File: config.mk
export PLATFORM = sky130hd
export DESIGN_NAME = led_strip_frame_serializer_top
export DESIGN_NICKNAME = d
export VERILOG_FILES = /design/src/lsfs_pkg.sv /design/src/lsfs_store.sv /design/src/lsfs_ctrl.sv /design/src/led_strip_frame_serializer_top.sv
export SDC_FILE = /design/constraint.sdc
export NUM_CORES = 2
export LEC_CHECK = 0
export CAP_MARGIN = 20
export CORE_MARGIN = 2
export CORE_UTILIZATION = 50
export DETAILED_ROUTE_END_ITERATION = 8
export DONT_BUFFER_PORTS = 1
export PLACE_DENSITY_LB_ADDON = 0.2
export SYNTH_ARGS = -nofsm -noshare
export SYNTH_HDL_FRONTEND = slang
export SYNTH_SLANG_ARGS = --single-unit
export TNS_END_PERCENT = 5
File: constraint.sdc
create_clock -name i_clk -period 8.2 [get_ports i_clk]
set_clock_uncertainty 0.05 [all_clocks]
set_input_delay 0.41 -clock i_clk [delete_from_list [all_inputs] [get_ports i_clk]]
set_output_delay 0.41 -clock i_clk [all_outputs]
set_load 0.03 [all_outputs]
File: src/lsfs_pkg.sv
// lsfs_pkg: shared types, codes and constants of the led strip frame serializer
// no dependencies; imported by every module of the block
`timescale 1ns / 1ps

package lsfs_pkg;

    // color word width and last bit index
    localparam int          COLOR_W  = 24;
    localparam logic [4:0]  BIT_TOP  = 5'd23;

    // command codes carried in the input tuser
    localparam logic [1:0]  FUNC_FILL  = 2'd0;
    localparam logic [1:0]  FUNC_CLEAR = 2'd1;
    localparam logic [1:0]  FUNC_SHOW  = 2'd2;
    localparam logic [1:0]  FUNC_TICK  = 2'd3;

    // configuration register indexes
    localparam logic [2:0]  CFG_LED_COUNT  = 3'd0;
    localparam logic [2:0]  CFG_ONE_HIGH   = 3'd1;
    localparam logic [2:0]  CFG_ONE_LOW    = 3'd2;
    localparam logic [2:0]  CFG_ZERO_HIGH  = 3'd3;
    localparam logic [2:0]  CFG_ZERO_LOW   = 3'd4;

    // configuration reset values
    localparam logic [6:0]  RST_LED_COUNT  = 7'd64;
    localparam logic [7:0]  RST_ONE_HIGH   = 8'd16;
    localparam logic [7:0]  RST_ONE_LOW    = 8'd9;
    localparam logic [7:0]  RST_ZERO_HIGH  = 8'd8;
    localparam logic [7:0]  RST_ZERO_LOW   = 8'd17;

    typedef struct packed {
        logic [6:0] led_count;
        logic [7:0] one_high;
        logic [7:0] one_low;
        logic [7:0] zero_high;
        logic [7:0] zero_low;
    } t_cfg;

    typedef struct packed {
        logic line_level;
        logic busy_res;
        logic frame_done;
        logic rejected;
    } t_result;

    typedef struct packed {
        logic wr_en;
        logic rd_en;
    } t_mem_ctl;

    typedef enum logic [2:0] {
        ST_CLEAR,
        ST_IDLE,
        ST_FILL,
        ST_LOAD,
        ST_FIN
    } t_state;

    // a phase time of zero ticks lasts one tick
    function automatic logic [7:0] at_least_one(input logic [7:0] t);
        return (t == 8'd0) ? 8'd1 : t;
    endfunction

endpackage

File: src/lsfs_store.sv
// lsfs_store: frame store, one 24-bit color per led, one access a cycle
// depends on lsfs_pkg for the color width
`timescale 1ns / 1ps

module lsfs_store import lsfs_pkg::*; #(
    parameter int DEPTH = 64,
    parameter int AW    = 6
) (
    input  logic               i_clk,
    input  t_mem_ctl           i_ctl,
    input  logic [AW-1:0]      i_addr,
    input  logic [COLOR_W-1:0] i_wdata,
    output logic [COLOR_W-1:0] o_rdata
);

    logic [COLOR_W-1:0] r_mem [DEPTH];
    logic [COLOR_W-1:0] r_rdata;

    // write port
    always_ff @(posedge i_clk) begin
        if (i_ctl.wr_en) begin
            r_mem[i_addr] <= i_wdata;
        end
    end

    // registered read, held until the next read
    always_ff @(posedge i_clk) begin
        if (i_ctl.rd_en) begin
            r_rdata <= r_mem[i_addr];
        end
    end

    assign o_rdata = r_rdata;

endmodule

File: src/lsfs_ctrl.sv
// lsfs_ctrl: command sequencer and line waveform generator
// depends on lsfs_pkg; drives the frame store in lsfs_store
`timescale 1ns / 1ps

module lsfs_ctrl import lsfs_pkg::*; #(
    parameter int MAX_LEDS = 64,
    parameter int AW       = 6,
    parameter int CW       = 8
) (
    input  logic               i_clk,
    input  logic               i_rst_n,
    input  t_cfg               i_cfg,
    input  logic               i_valid,
    output logic               o_ready,
    input  logic [1:0]         i_func,
    input  logic [5:0]         i_first_led,
    input  logic [6:0]         i_fill_count,
    input  logic [COLOR_W-1:0] i_color,
    input  logic               i_out_free,
    output logic               o_res_valid,
    output t_result            o_res,
    output t_mem_ctl           o_mem,
    output logic [AW-1:0]      o_mem_addr,
    output logic [COLOR_W-1:0] o_mem_wdata,
    input  logic [COLOR_W-1:0] i_mem_rdata
);

    t_state             r_state, n_state;
    logic [CW-1:0]      r_ptr, n_ptr;
    logic [CW-1:0]      r_end, n_end;
    logic [COLOR_W-1:0] r_color, n_color;
    logic               r_clr_res, n_clr_res;
    logic               r_sending, n_sending;
    logic               r_high, n_high;
    logic [4:0]         r_bit, n_bit;
    logic [7:0]         r_ticks, n_ticks;
    logic [CW-1:0]      r_led, n_led;
    logic [COLOR_W-1:0] r_shift, n_shift;
    t_result            r_res, n_res;

    logic          w_accept;
    logic [CW-1:0] w_eff;
    logic [7:0]    w_tr;
    logic          w_expire;
    logic [CW-1:0] w_next_led;
    logic          w_last_bit;
    logic          w_frame_end;
    logic [CW-1:0] w_fill_raw;
    logic [CW-1:0] w_fill_end;
    logic          w_fill_ok;
    logic          w_rej;
    logic          w_led_adv;

    // shared decode of the request and of the tick countdown
    always_comb begin
        w_accept    = i_valid && o_ready;
        w_eff       = (CW'(i_cfg.led_count) > CW'(MAX_LEDS)) ? CW'(MAX_LEDS)
                                                             : CW'(i_cfg.led_count);
        w_tr        = (r_ticks != 8'd0) ? (r_ticks - 8'd1) : 8'd0;
        w_expire    = (w_tr == 8'd0);
        w_next_led  = r_led + CW'(1);
        w_last_bit  = (r_bit == BIT_TOP);
        w_frame_end = (w_next_led >= w_eff) || (w_next_led >= CW'(MAX_LEDS));
        w_fill_raw  = (i_fill_count == 7'd0) ? w_eff
                                             : (CW'(i_first_led) + CW'(i_fill_count));
        w_fill_end  = (w_fill_raw > w_eff) ? w_eff : w_fill_raw;
        w_fill_ok   = (CW'(i_first_led) < w_eff);
        w_rej       = (i_func != FUNC_TICK) && r_sending;
        w_led_adv   = r_sending && w_expire && !r_high && w_last_bit && !w_frame_end;
    end

    assign o_ready = (r_state == ST_IDLE) && i_out_free;

    // next state
    always_comb begin
        n_state = r_state;
        unique case (r_state)
            ST_IDLE: begin
                if (w_accept && !w_rej) begin
                    unique case (i_func)
                        FUNC_FILL:  n_state = w_fill_ok ? ST_FILL : ST_IDLE;
                        FUNC_CLEAR: n_state = ST_CLEAR;
                        FUNC_SHOW:  n_state = (w_eff != '0) ? ST_LOAD : ST_IDLE;
                        FUNC_TICK:  n_state = w_led_adv ? ST_LOAD : ST_IDLE;
                        default:    n_state = ST_IDLE;
                    endcase
                end
            end
            ST_FILL:  n_state = ((r_ptr + CW'(1)) >= r_end) ? ST_FIN : ST_FILL;
            ST_CLEAR: begin
                if (r_ptr == CW'(MAX_LEDS - 1)) begin
                    n_state = r_clr_res ? ST_FIN : ST_IDLE;
                end
            end
            ST_LOAD:  n_state = ST_FIN;
            ST_FIN:   n_state = i_out_free ? ST_IDLE : ST_FIN;
            default:  n_state = ST_IDLE;
        endcase
    end

    // datapath, store access and result
    always_comb begin
        n_ptr       = r_ptr;
        n_end       = r_end;
        n_color     = r_color;
        n_clr_res   = r_clr_res;
        n_sending   = r_sending;
        n_high      = r_high;
        n_bit       = r_bit;
        n_ticks     = r_ticks;
        n_led       = r_led;
        n_shift     = r_shift;
        n_res       = r_res;
        o_mem       = '0;
        o_mem_addr  = r_ptr[AW-1:0];
        o_mem_wdata = r_color;
        o_res_valid = 1'b0;
        o_res       = r_res;
        unique case (r_state)
            ST_IDLE: begin
                if (w_accept) begin
                    o_res = '0;
                    if (w_rej) begin
                        o_res_valid     = 1'b1;
                        o_res.line_level = r_high;
                        o_res.busy_res  = 1'b1;
                        o_res.rejected  = 1'b1;
                    end else begin
                        unique case (i_func)
                            FUNC_FILL: begin
                                if (w_fill_ok) begin
                                    n_ptr   = CW'(i_first_led);
                                    n_end   = w_fill_end;
                                    n_color = i_color;
                                    n_res   = '0;
                                end else begin
                                    o_res_valid = 1'b1;
                                end
                            end
                            FUNC_CLEAR: begin
                                n_ptr     = '0;
                                n_color   = '0;
                                n_clr_res = 1'b1;
                                n_res     = '0;
                            end
                            FUNC_SHOW: begin
                                if (w_eff != '0) begin
                                    n_sending  = 1'b1;
                                    n_led      = '0;
                                    n_bit      = '0;
                                    o_mem.rd_en = 1'b1;
                                    o_mem_addr = '0;
                                end else begin
                                    o_res_valid = 1'b1;
                                end
                            end
                            FUNC_TICK: begin
                                o_res_valid = 1'b1;
                                if (r_sending) begin
                                    n_ticks        = w_tr;
                                    o_res.busy_res = 1'b1;
                                    o_res.line_level = r_high;
                                    if (w_expire) begin
                                        if (r_high) begin
                                            // high time over, enter low time
                                            n_high  = 1'b0;
                                            n_ticks = at_least_one(r_shift[COLOR_W-1]
                                                      ? i_cfg.one_low : i_cfg.zero_low);
                                            o_res.line_level = 1'b0;
                                        end else if (!w_last_bit) begin
                                            // next bit of the same led
                                            n_bit   = r_bit + 5'd1;
                                            n_shift = {r_shift[COLOR_W-2:0], 1'b0};
                                            n_high  = 1'b1;
                                            n_ticks = at_least_one(r_shift[COLOR_W-2]
                                                      ? i_cfg.one_high : i_cfg.zero_high);
                                            o_res.line_level = 1'b1;
                                        end else begin
                                            n_bit = '0;
                                            if (w_frame_end) begin
                                                // last led done
                                                n_sending = 1'b0;
                                                n_high    = 1'b0;
                                                n_ticks   = '0;
                                                n_shift   = '0;
                                                n_led     = '0;
                                                o_res.busy_res   = 1'b0;
                                                o_res.frame_done = 1'b1;
                                            end else begin
                                                // fetch the next led color
                                                n_led       = w_next_led;
                                                o_mem.rd_en = 1'b1;
                                                o_mem_addr  = w_next_led[AW-1:0];
                                                o_res_valid = 1'b0;
                                            end
                                        end
                                    end
                                end
                            end
                            default: ;
                        endcase
                    end
                end
            end
            ST_FILL: begin
                o_mem.wr_en = 1'b1;
                n_ptr       = r_ptr + CW'(1);
            end
            ST_CLEAR: begin
                o_mem.wr_en = 1'b1;
                o_mem_wdata = '0;
                n_ptr       = r_ptr + CW'(1);
            end
            ST_LOAD: begin
                // start the high time of the first bit of the fetched led
                n_shift = i_mem_rdata;
                n_high  = 1'b1;
                n_ticks = at_least_one(i_mem_rdata[COLOR_W-1]
                          ? i_cfg.one_high : i_cfg.zero_high);
                n_res            = '0;
                n_res.line_level = 1'b1;
                n_res.busy_res   = 1'b1;
            end
            ST_FIN: begin
                o_res_valid = i_out_free;
                if (i_out_free) begin
                    n_clr_res = 1'b0;
                end
            end
            default: ;
        endcase
    end

    // control state
    always_ff @(posedge i_clk) begin
        if (!i_rst_n) begin
            r_state   <= ST_CLEAR;
            r_ptr     <= '0;
            r_clr_res <= 1'b0;
            r_sending <= 1'b0;
            r_high    <= 1'b0;
            r_bit     <= '0;
            r_ticks   <= '0;
            r_led     <= '0;
            r_shift   <= '0;
        end else begin
            r_state   <= n_state;
            r_ptr     <= n_ptr;
            r_clr_res <= n_clr_res;
            r_sending <= n_sending;
            r_high    <= n_high;
            r_bit     <= n_bit;
            r_ticks   <= n_ticks;
            r_led     <= n_led;
            r_shift   <= n_shift;
        end
    end

    // payload registers
    always_ff @(posedge i_clk) begin
        r_end   <= n_end;
        r_color <= n_color;
        r_res   <= n_res;
    end

endmodule

File: src/led_strip_frame_serializer_top.sv
// led strip frame serializer: tick, rejected and no-op requests reach the output
// register in the cycle after acceptance; show and a tick that moves to the next led
// read the store via load and finish states; fill writes its led range and clear all
// MAX_LEDS entries before the finish state. one request in flight at a time; the store
// port is shared by fill, clear, show and tick. synchronous active-low reset restores
// control and config registers, then clears all MAX_LEDS entries, accepting no request
`timescale 1ns / 1ps

module led_strip_frame_serializer_top import lsfs_pkg::*; #(
    parameter int MAX_LEDS = 64
) (
    input  logic        i_clk,
    input  logic        i_rst_n,
    // request stream
    input  logic        s_axis_tvalid,
    output logic        s_axis_tready,
    input  logic [39:0] s_axis_tdata,   // first_led[5:0], fill_count[12:6], color[36:13]
    input  logic [1:0]  s_axis_tuser,   // func[1:0]
    // result stream
    output logic        m_axis_tvalid,
    input  logic        m_axis_tready,
    output logic [7:0]  m_axis_tdata,   // line_level[0], busy_res[1]
    output logic        m_axis_tlast,   // frame_done
    output logic        m_axis_tuser,   // rejected
    // configuration writes
    input  logic        i_cfg_valid,
    output logic        o_cfg_ready,
    input  logic [2:0]  i_cfg_index,
    input  logic [7:0]  i_cfg_data
);

    localparam int AW  = (MAX_LEDS > 1) ? $clog2(MAX_LEDS) : 1;
    localparam int CWN = $clog2(MAX_LEDS + 1);
    localparam int CW  = (CWN > 8) ? CWN : 8;

    t_cfg               r_cfg;
    logic               r_m_valid;
    t_result            r_m_res;
    logic               w_out_free;
    logic               w_res_valid;
    t_result            w_res;
    t_mem_ctl           w_mem;
    logic [AW-1:0]      w_mem_addr;
    logic [COLOR_W-1:0] w_mem_wdata;
    logic [COLOR_W-1:0] w_mem_rdata;

    // configuration registers
    assign o_cfg_ready = 1'b1;

    always_ff @(posedge i_clk) begin
        if (!i_rst_n) begin
            r_cfg.led_count <= RST_LED_COUNT;
            r_cfg.one_high  <= RST_ONE_HIGH;
            r_cfg.one_low   <= RST_ONE_LOW;
            r_cfg.zero_high <= RST_ZERO_HIGH;
            r_cfg.zero_low  <= RST_ZERO_LOW;
        end else if (i_cfg_valid && o_cfg_ready) begin
            unique case (i_cfg_index)
                CFG_LED_COUNT: r_cfg.led_count <= i_cfg_data[6:0];
                CFG_ONE_HIGH:  r_cfg.one_high  <= i_cfg_data;
                CFG_ONE_LOW:   r_cfg.one_low   <= i_cfg_data;
                CFG_ZERO_HIGH: r_cfg.zero_high <= i_cfg_data;
                CFG_ZERO_LOW:  r_cfg.zero_low  <= i_cfg_data;
                default: ;
            endcase
        end
    end

    // output register
    assign w_out_free = !r_m_valid || m_axis_tready;

    always_ff @(posedge i_clk) begin
        if (!i_rst_n) begin
            r_m_valid <= 1'b0;
        end else if (w_res_valid) begin
            r_m_valid <= 1'b1;
        end else if (m_axis_tready) begin
            r_m_valid <= 1'b0;
        end
    end

    always_ff @(posedge i_clk) begin
        if (w_res_valid) begin
            r_m_res <= w_res;
        end
    end

    assign m_axis_tvalid = r_m_valid;
    assign m_axis_tdata  = {6'd0, r_m_res.busy_res, r_m_res.line_level};
    assign m_axis_tlast  = r_m_res.frame_done;
    assign m_axis_tuser  = r_m_res.rejected;

    lsfs_ctrl #(
        .MAX_LEDS (MAX_LEDS),
        .AW       (AW),
        .CW       (CW)
    ) u_ctrl (
        .i_clk        (i_clk),
        .i_rst_n      (i_rst_n),
        .i_cfg        (r_cfg),
        .i_valid      (s_axis_tvalid),
        .o_ready      (s_axis_tready),
        .i_func       (s_axis_tuser),
        .i_first_led  (s_axis_tdata[5:0]),
        .i_fill_count (s_axis_tdata[12:6]),
        .i_color      (s_axis_tdata[36:13]),
        .i_out_free   (w_out_free),
        .o_res_valid  (w_res_valid),
        .o_res        (w_res),
        .o_mem        (w_mem),
        .o_mem_addr   (w_mem_addr),
        .o_mem_wdata  (w_mem_wdata),
        .i_mem_rdata  (w_mem_rdata)
    );

    lsfs_store #(
        .DEPTH (MAX_LEDS),
        .AW    (AW)
    ) u_store (
        .i_clk   (i_clk),
        .i_ctl   (w_mem),
        .i_addr  (w_mem_addr),
        .i_wdata (w_mem_wdata),
        .o_rdata (w_mem_rdata)
    );

endmodule
Yosys cells after proc, flatten, opt, wreduce, memory -nomap -nowiden:

Memory sizes are Yosys's and may differ from the RTL's. A register that Yosys moved wholly into a read port is not among the register bits.
Index checks and enable logic that the tools add are counted.

* register bits after elaboration: 139
* latch bits: 0
* memory bits (writable): 1536
* bits in read-only memories: 0
* input port bits: 58
* output and inout bits: 13
* logic and storage cells: 249
* memories kept: 1

Memories
* u_store.r_mem: words 64, bits a word 24, read ports 1, clocked after Yosys merged registers in 1, write ports 1, RTL line lsfs_store.sv:16 `logic [COLOR_W-1:0] r_mem [DEPTH];`

* add/subtract/negate cells: 5
* $mul: 0
* divide/modulo/power cells: 0
* order comparisons: 6
* eq/ne operators: 33
* shift-type cells: 0
* muxes and demuxes: 130
* bitwise logic cells: 1
* reductions and logical operators: 48

Operator list (count)
* two-way mux 24 bit: 10
* two-way mux 8 bit: 26
* case mux 24 bit (2 select lines): 2
* case mux 8 bit (2 select lines): 4
* two-way mux 6 bit: 9
* two-way mux 1 bit: 41
* AND reduction 5 bit: 7
* zero test 8 bit: 4
* two-way mux 5 bit: 5
* two-way mux 3 bit: 8
* two-way mux 4 bit: 5
* inequality test 2 x 1 -> 1 bit, second input constant: 10
* adder 8 x 1 -> 8 bit, second input constant: 2
* >= comparator 8 bit: 2
* case mux 4 bit (2 select lines): 2
* AND reduction 8 bit: 2
* nonzero test 8 bit: 2
* case mux 3 bit (5 select lines): 1
* two-way mux 2 bit: 7
* inequality test 2 bit, second input constant: 7
* == test 3 x 2 -> 1 bit, second input constant: 4
* case mux 3 bit (4 select lines): 1
* case mux 6 bit (2 select lines): 1
* AND reduction 2 bit: 6
* 30 further kinds: 55

Depth between registers and ports, before layout:

* depth in word-level cells: 14
* mapped depth: 20
* gate-level depth less buffers: 17

Cells and area by module:

Synthesis repeated with hierarchy kept, for this count alone.

* cell total of the unflattened synthesis: 4263
* area total of the unflattened synthesis: 67881.4 µm²

Modules (own cells, without submodules)
* lsfs_store: instances 1, cells an instance 3327, area each 59544.6 µm², seq. area each 46844.9 µm²
* lsfs_ctrl: instances 1, cells an instance 773, area each 6608.8 µm², seq. area each 2172.1 µm²
* led_strip_frame_serializer_top: instances 1, cells an instance 163, area each 1727.9 µm², seq. area each 920.9 µm²

Least setup slack after synthesis:

Ideal clock, no wire load.

* path type: reg2reg
* start point: register u_ctrl.r_led[0]
* end point: memory u_store.r_mem[36][0], enable pin
* setup time: 435 ps
* arrival: 5194 ps
* slack: 2521 ps
* cell stages (with the launch flop): 15
* buffers on the path: 2
* clock period less this slack: 5679 ps
* path through: dfxtp_1 > ha_1 > clkbuf_1 > nand3_1 > xnor2_1 > ha_1 > o21a_1 > o21a_1 > a211o_4 > a21o_1 > a22o_1 > buf_2 > nor3_1 > nand2_1 > nor3_1

* cells in the longest elaborated chain, start to end: 12
* elaborated cells between the ends (all ways): 13
* those cells by class: add/sub: 1; order compare: 2; mux: 9; reduce/logical: 1

RTL lines
* start, declared: RTL line lsfs_ctrl.sv:37 `logic [CW-1:0] r_led, n_led;`
* start signal, assigned: RTL line lsfs_ctrl.sv:254 `r_led <= n_led;`
* adder 8 x 1 -> 8 bit (*): RTL line lsfs_ctrl.sv:61 `w_next_led = r_led + CW'(1);`
* >= comparator 8 bit or >= comparator 8 x 7 -> 1 bit (tied branches): RTL line lsfs_ctrl.sv:63 `w_frame_end = (w_next_led >= w_eff) || (w_next_led >= CW'(MAX_LEDS));`
* logical OR 1 bit: RTL line lsfs_ctrl.sv:63
* two-way mux 6 bit (*): RTL line lsfs_ctrl.sv:180 `if (w_frame_end) begin`
* two-way mux 6 bit (*): RTL line lsfs_ctrl.sv:170 `end else if (!w_last_bit) begin`
* two-way mux 6 bit (*): RTL line lsfs_ctrl.sv:164 `if (r_high) begin`
* two-way mux 6 bit (*): RTL line lsfs_ctrl.sv:163 `if (w_expire) begin`
* two-way mux 6 bit (*): RTL line lsfs_ctrl.sv:159 `if (r_sending) begin`
* case mux 6 bit (2 select lines) (*): RTL line lsfs_ctrl.sv:129 `unique case (i_func)`
* two-way mux 6 bit (*): RTL line lsfs_ctrl.sv:123 `if (w_rej) begin`
* two-way mux 6 bit (*): RTL line lsfs_ctrl.sv:121 `if (w_accept) begin`
* two-way mux 6 bit (*): RTL line lsfs_ctrl.sv:119 `unique case (r_state)`
* end, declared: RTL line lsfs_store.sv:16

Mark *: on every way between the ends. The rest lies on a longest branch, timed or not.

Final worst setup path:

* start point: register r_cfg[38] (netlist name)
* end point: register u_store.r_rdata[1], in the netlist u_store.o_rdata[1], read port of u_store.r_mem, data pin

* cells in the longest elaborated chain, start to end: 13
* elaborated cells between the ends (all ways): 25
* those cells by class: order compare: 2; mux: 21; reduce/logical: 2

RTL lines
* start, declared: RTL line led_strip_frame_serializer_top.sv:36 `t_cfg r_cfg;`
* greater-than comparator 7 bit: RTL line lsfs_ctrl.sv:57 `w_eff = (CW'(i_cfg.led_count) > CW'(MAX_LEDS)) ? CW'(MAX_LEDS)`
* two-way mux 7 bit (*): RTL line lsfs_ctrl.sv:57
* >= comparator 8 bit: RTL line lsfs_ctrl.sv:63
* logical OR 1 bit: RTL line lsfs_ctrl.sv:63
* two-way mux 6 bit or two-way mux 1 bit (tied branches): RTL line lsfs_ctrl.sv:180
* two-way mux 6 bit or two-way mux 1 bit (tied branches): RTL line lsfs_ctrl.sv:170
* two-way mux 6 bit or two-way mux 1 bit (tied branches): RTL line lsfs_ctrl.sv:164
* two-way mux 6 bit or two-way mux 1 bit (tied branches): RTL line lsfs_ctrl.sv:163
* two-way mux 6 bit or two-way mux 1 bit (tied branches): RTL line lsfs_ctrl.sv:159
* case mux 6 bit (2 select lines) or case mux 1 bit (2 select lines) (tied branches): RTL line lsfs_ctrl.sv:129
* two-way mux 6 bit or two-way mux 1 bit (tied branches): RTL line lsfs_ctrl.sv:123
* two-way mux 6 bit or two-way mux 1 bit (tied branches): RTL line lsfs_ctrl.sv:121
* two-way mux 6 bit or two-way mux 1 bit (tied branches): RTL line lsfs_ctrl.sv:119
* end, declared: RTL line lsfs_store.sv:17 `logic [COLOR_W-1:0] r_rdata;`

Marks and branches as above.
A chain may end at the register's enable or synchronous reset.

==> results.toml <==
[worst_setup_path]
ff2ff_path_depth = 15
r2r-end = "u_store.o_rdata[1]$_DFFE_PP_"
crit_type = "register to register"
end_kind = "register"
r2r-start = "r_cfg[38]$_SDFFE_PN1P_"
critical_path_required_ns = 8.79
ff2ff_setup_slack_ns = 1.45
cp-start-kind = "register"
worstPathMaxFanout = 31
cp.arrival_ns = 7.35

[global_routing]
grt_overflow = 0
grt_max_degree = 107
grt_first_pass_wirelength_um = 304000
grt_pass1_vias = 42000
antenna_found_initial = 9
grt_use_total_pct = 30.1

[cells_and_area]
nets = 5229
fillCellCount = 10700
final_cell_mix = "1597 x edfxtp_1, 994 x nand2_1, 418 x a21oi_1, 190 x buf_4, 171 x clkbuf_16"
layout_commonest_cell = "edfxtp_1"
finish.utilization_pct = 57.2
synthToLayoutAreaGrowth_pct = 13.5
drive_above_1_share_pct = 11.3

[timing]
finalCritPeriodShare_pct = 82.4
rsz0062_at_grt = "false"
finalSetupTns_ns = 0
hold_viol = 0
timing.fmax_mhz = 148
slew_headroom_pct = 10.7
report.final.slew_viol_count = 0
setup_viol = 0
period_needed_ns = 6.75
tightestPinTransition_ns = 1.33

[floorplanning]
die_w_um = 374
fp.dieH_um = 374
io_pins = 71
dieArea_um2 = 140000
row_count = 135
core_um2 = 136000
start_util_pct = 50.4

[place]
port-buffer-count = 0
gp_congestion = 0.967
hpwl_um = 125000

[synth]
syn_inst = 5002
synthArstFlopShare_pct = 0
synth-seq-cells = 1696
synth_top_flop_cell = "edfxtp_1"
yosys.cell_types.count = 90
yosys_warnings = 0
syn-cell-area_um2 = 68400
syn_area_per_cell_um2 = 13.7
synth_edf_count = 1597
synth_seq_area_share_pct = 73.0

[routing]
drc_errors = 0
routedWlPerCell_um = 30.3
vias = 44800
finalWirelength_um = 214000
drt-pass1-iter-count = 7
ant_nets = 0
drtIter0Drc = 6115
vias_per_cell = 6.35

[clocking]
post_cts_buffers = 0
post_cts_resized = 0
clockBufferDepth = 3
worstSkewPairLatency_ns = 0.82
clockRootBuffer = "clkbuf_16"
htree_levels = 4
cts_sinks = 1696
numCtsBuffers = 170
clkSlewWorstSetupHoldPaths_ns = 0.06
tritoncts = "yes"

[worst_hold_path]
min_delay_path_depth = 3
hold_end = "u_ctrl.r_end[0]$_DFFE_PP_"
hold_path_class = "input port to register"
hp-start = "s_axis_tdata[0]"

[job]
maxCapViolCount = 0

[power_and_ir_drop]
p_leak_nw = 26.7
power.density_nw_per_um2 = 233
peakVddDrop_v = 0.000202

[run_status]
status = "finished clean"
## report_power, final
part           switching [W]  total (W)  leakage [nW]  internal (W)
logic               0.000771    0.00106          7.48      0.000294
clock network        0.00332    0.00760          2.61       0.00428
registers          0.0000163    0.00940          16.6       0.00939
## how the worst max path moves through the flow
stage                                                 to                          from
after detailed placement   u_store.o_rdata[15]$_DFFE_PP_        r_cfg[38]$_SDFFE_PN1P_
after CTS                  u_store.o_rdata[13]$_DFFE_PP_        r_cfg[38]$_SDFFE_PN1P_
after global routing       u_store.o_rdata[21]$_DFFE_PP_        r_cfg[38]$_SDFFE_PN1P_
final                       u_store.o_rdata[1]$_DFFE_PP_        r_cfg[38]$_SDFFE_PN1P_
after floorplan           u_store.r_mem[36][0]$_DFFE_PP_  u_ctrl.r_led[0]$_SDFFE_PN0P_
after global placement     u_store.o_rdata[15]$_DFFE_PP_        r_cfg[38]$_SDFFE_PN1P_
## cell families after synthesis
kind of cell,after synthesis,share of synthesized area [%]
adders and majority gates,35,0.651
AOI/OAI and AO/OA,1166,11.4
other,2,0.0110
muxes,163,2.42
buffers and inverters,335,2.23
and+or+nand+nor,1586,10.1
xor gates and xnor gates,19,0.243
DFF,1696,73.0
## state kept, by name, indices dropped and copies added (netlist names)
name	flops
u_ctrl.r_shift	24
m_axis_tuser	1
r_cfg	39
u_ctrl.r_ptr	8
u_store.o_rdata	24
m_axis_tvalid	1
u_ctrl.r_ticks	8
u_ctrl.r_color	24
u_ctrl.r_clr_res	1
u_ctrl.r_res	1
u_ctrl.r_end	8
u_store.r_mem	1536
u_ctrl.r_state	3
u_ctrl.r_bit	5
m_axis_tlast	1
m_axis_tdata	2
u_ctrl.r_sending	1
u_ctrl.r_led	8
u_ctrl.r_high	1
## worst max-delay path, stage by stage, from the launching register on
cell and delay, ns:
dfxtp_1 0.46, clkinv_1 0.36, nand2_1 0.39, ha_1 0.30, a221oi_1 0.30, o21ai_1 0.30, a2111oi_2 0.62, a311o_2 0.90
buf_4 0.53, buf_4 0.36, nand2_1 0.09, a21oi_1 0.13, a21oi_1 0.06, o32ai_1 1.07, a211oi_1 0.41, nand3_1 0.20
## stage by stage
| stage | cell area (um2) | std cells | worst slack [ns] | hold slack, ns | power, W |
|---|---|---|---|---|---|
| after floorplan | 68400 | 5008 | 2.52 | 0.390 | 0.0102 |
| after global placement | 71500 | 6679 | 1.78 | 0.400 | 0.0106 |
| after detailed placement | 71500 | 6681 | 1.77 | 0.406 | 0.0106 |
| after CTS | 77600 | 7054 | 1.77 | 0.00510 | 0.0181 |
| after global routing | 77600 | 7056 | 1.39 | 0.0553 | 0.0185 |
| final | 77600 | 7057 | 1.45 | 0.0455 | 0.0181 |
## cell usage after synthesis (all sizes together) (19+ instances only)
cell type,number,area share (%)
a31oi,20,0.18
nand4,28,0.26
a32oi,22,0.28
ha,34,0.62
o211ai,31,0.34
edfxtp,1597,70
o2bb2ai,20,0.26
o22ai,96,0.88
clkbuf,112,0.61
nor3,64,0.50
o211a,24,0.35
nand3,152,1.1
dfxtp,99,2.9
a21boi,51,0.56
buf,204,1.5
a22oi,113,1.2
and3,54,0.50
a21oi,418,3.1
nor4,22,0.22
nand2,995,5.5
mux2,19,0.31
a211oi,72,0.79
mux2i,144,2.1
nor2,158,0.88
o21ai,99,0.73
a221oi,52,0.69
nor2b,59,0.54
## layout make-up
class	count	area [um2]	area share, %
sequential	1696	49900	64.4
multi-input combinational	2977	17500	22.6
clock buffer	240	4590	5.91
timing repair buffer	272	2440	3.14
tap	1781	2230	2.87
clock inverter	71	818	1.05
inverter	19	71.3	0.0919
antenna	1	2.50	0.00322
## metal layers
| layer | routed length, um | GRT usage (%) | share of wire (%) |
|---|---|---|---|
| met1 | 82500 | 40.9 | 39 |
| met2 | 96900 | 46.0 | 45 |
| met3 | 22300 | 6.52 | 10 |
| met4 | 12100 | 15.3 | 5.6 |
| met5 | 12 | 0 | 0.0056 |
## what timing repair did
action / CTS / global route
endpoints found under the setup margin: 0 / 0
hold buffers: 62 / 0
hold endpoints to repair: 136 / 0
Note: power is estimated with default switching activity, not from simulation.
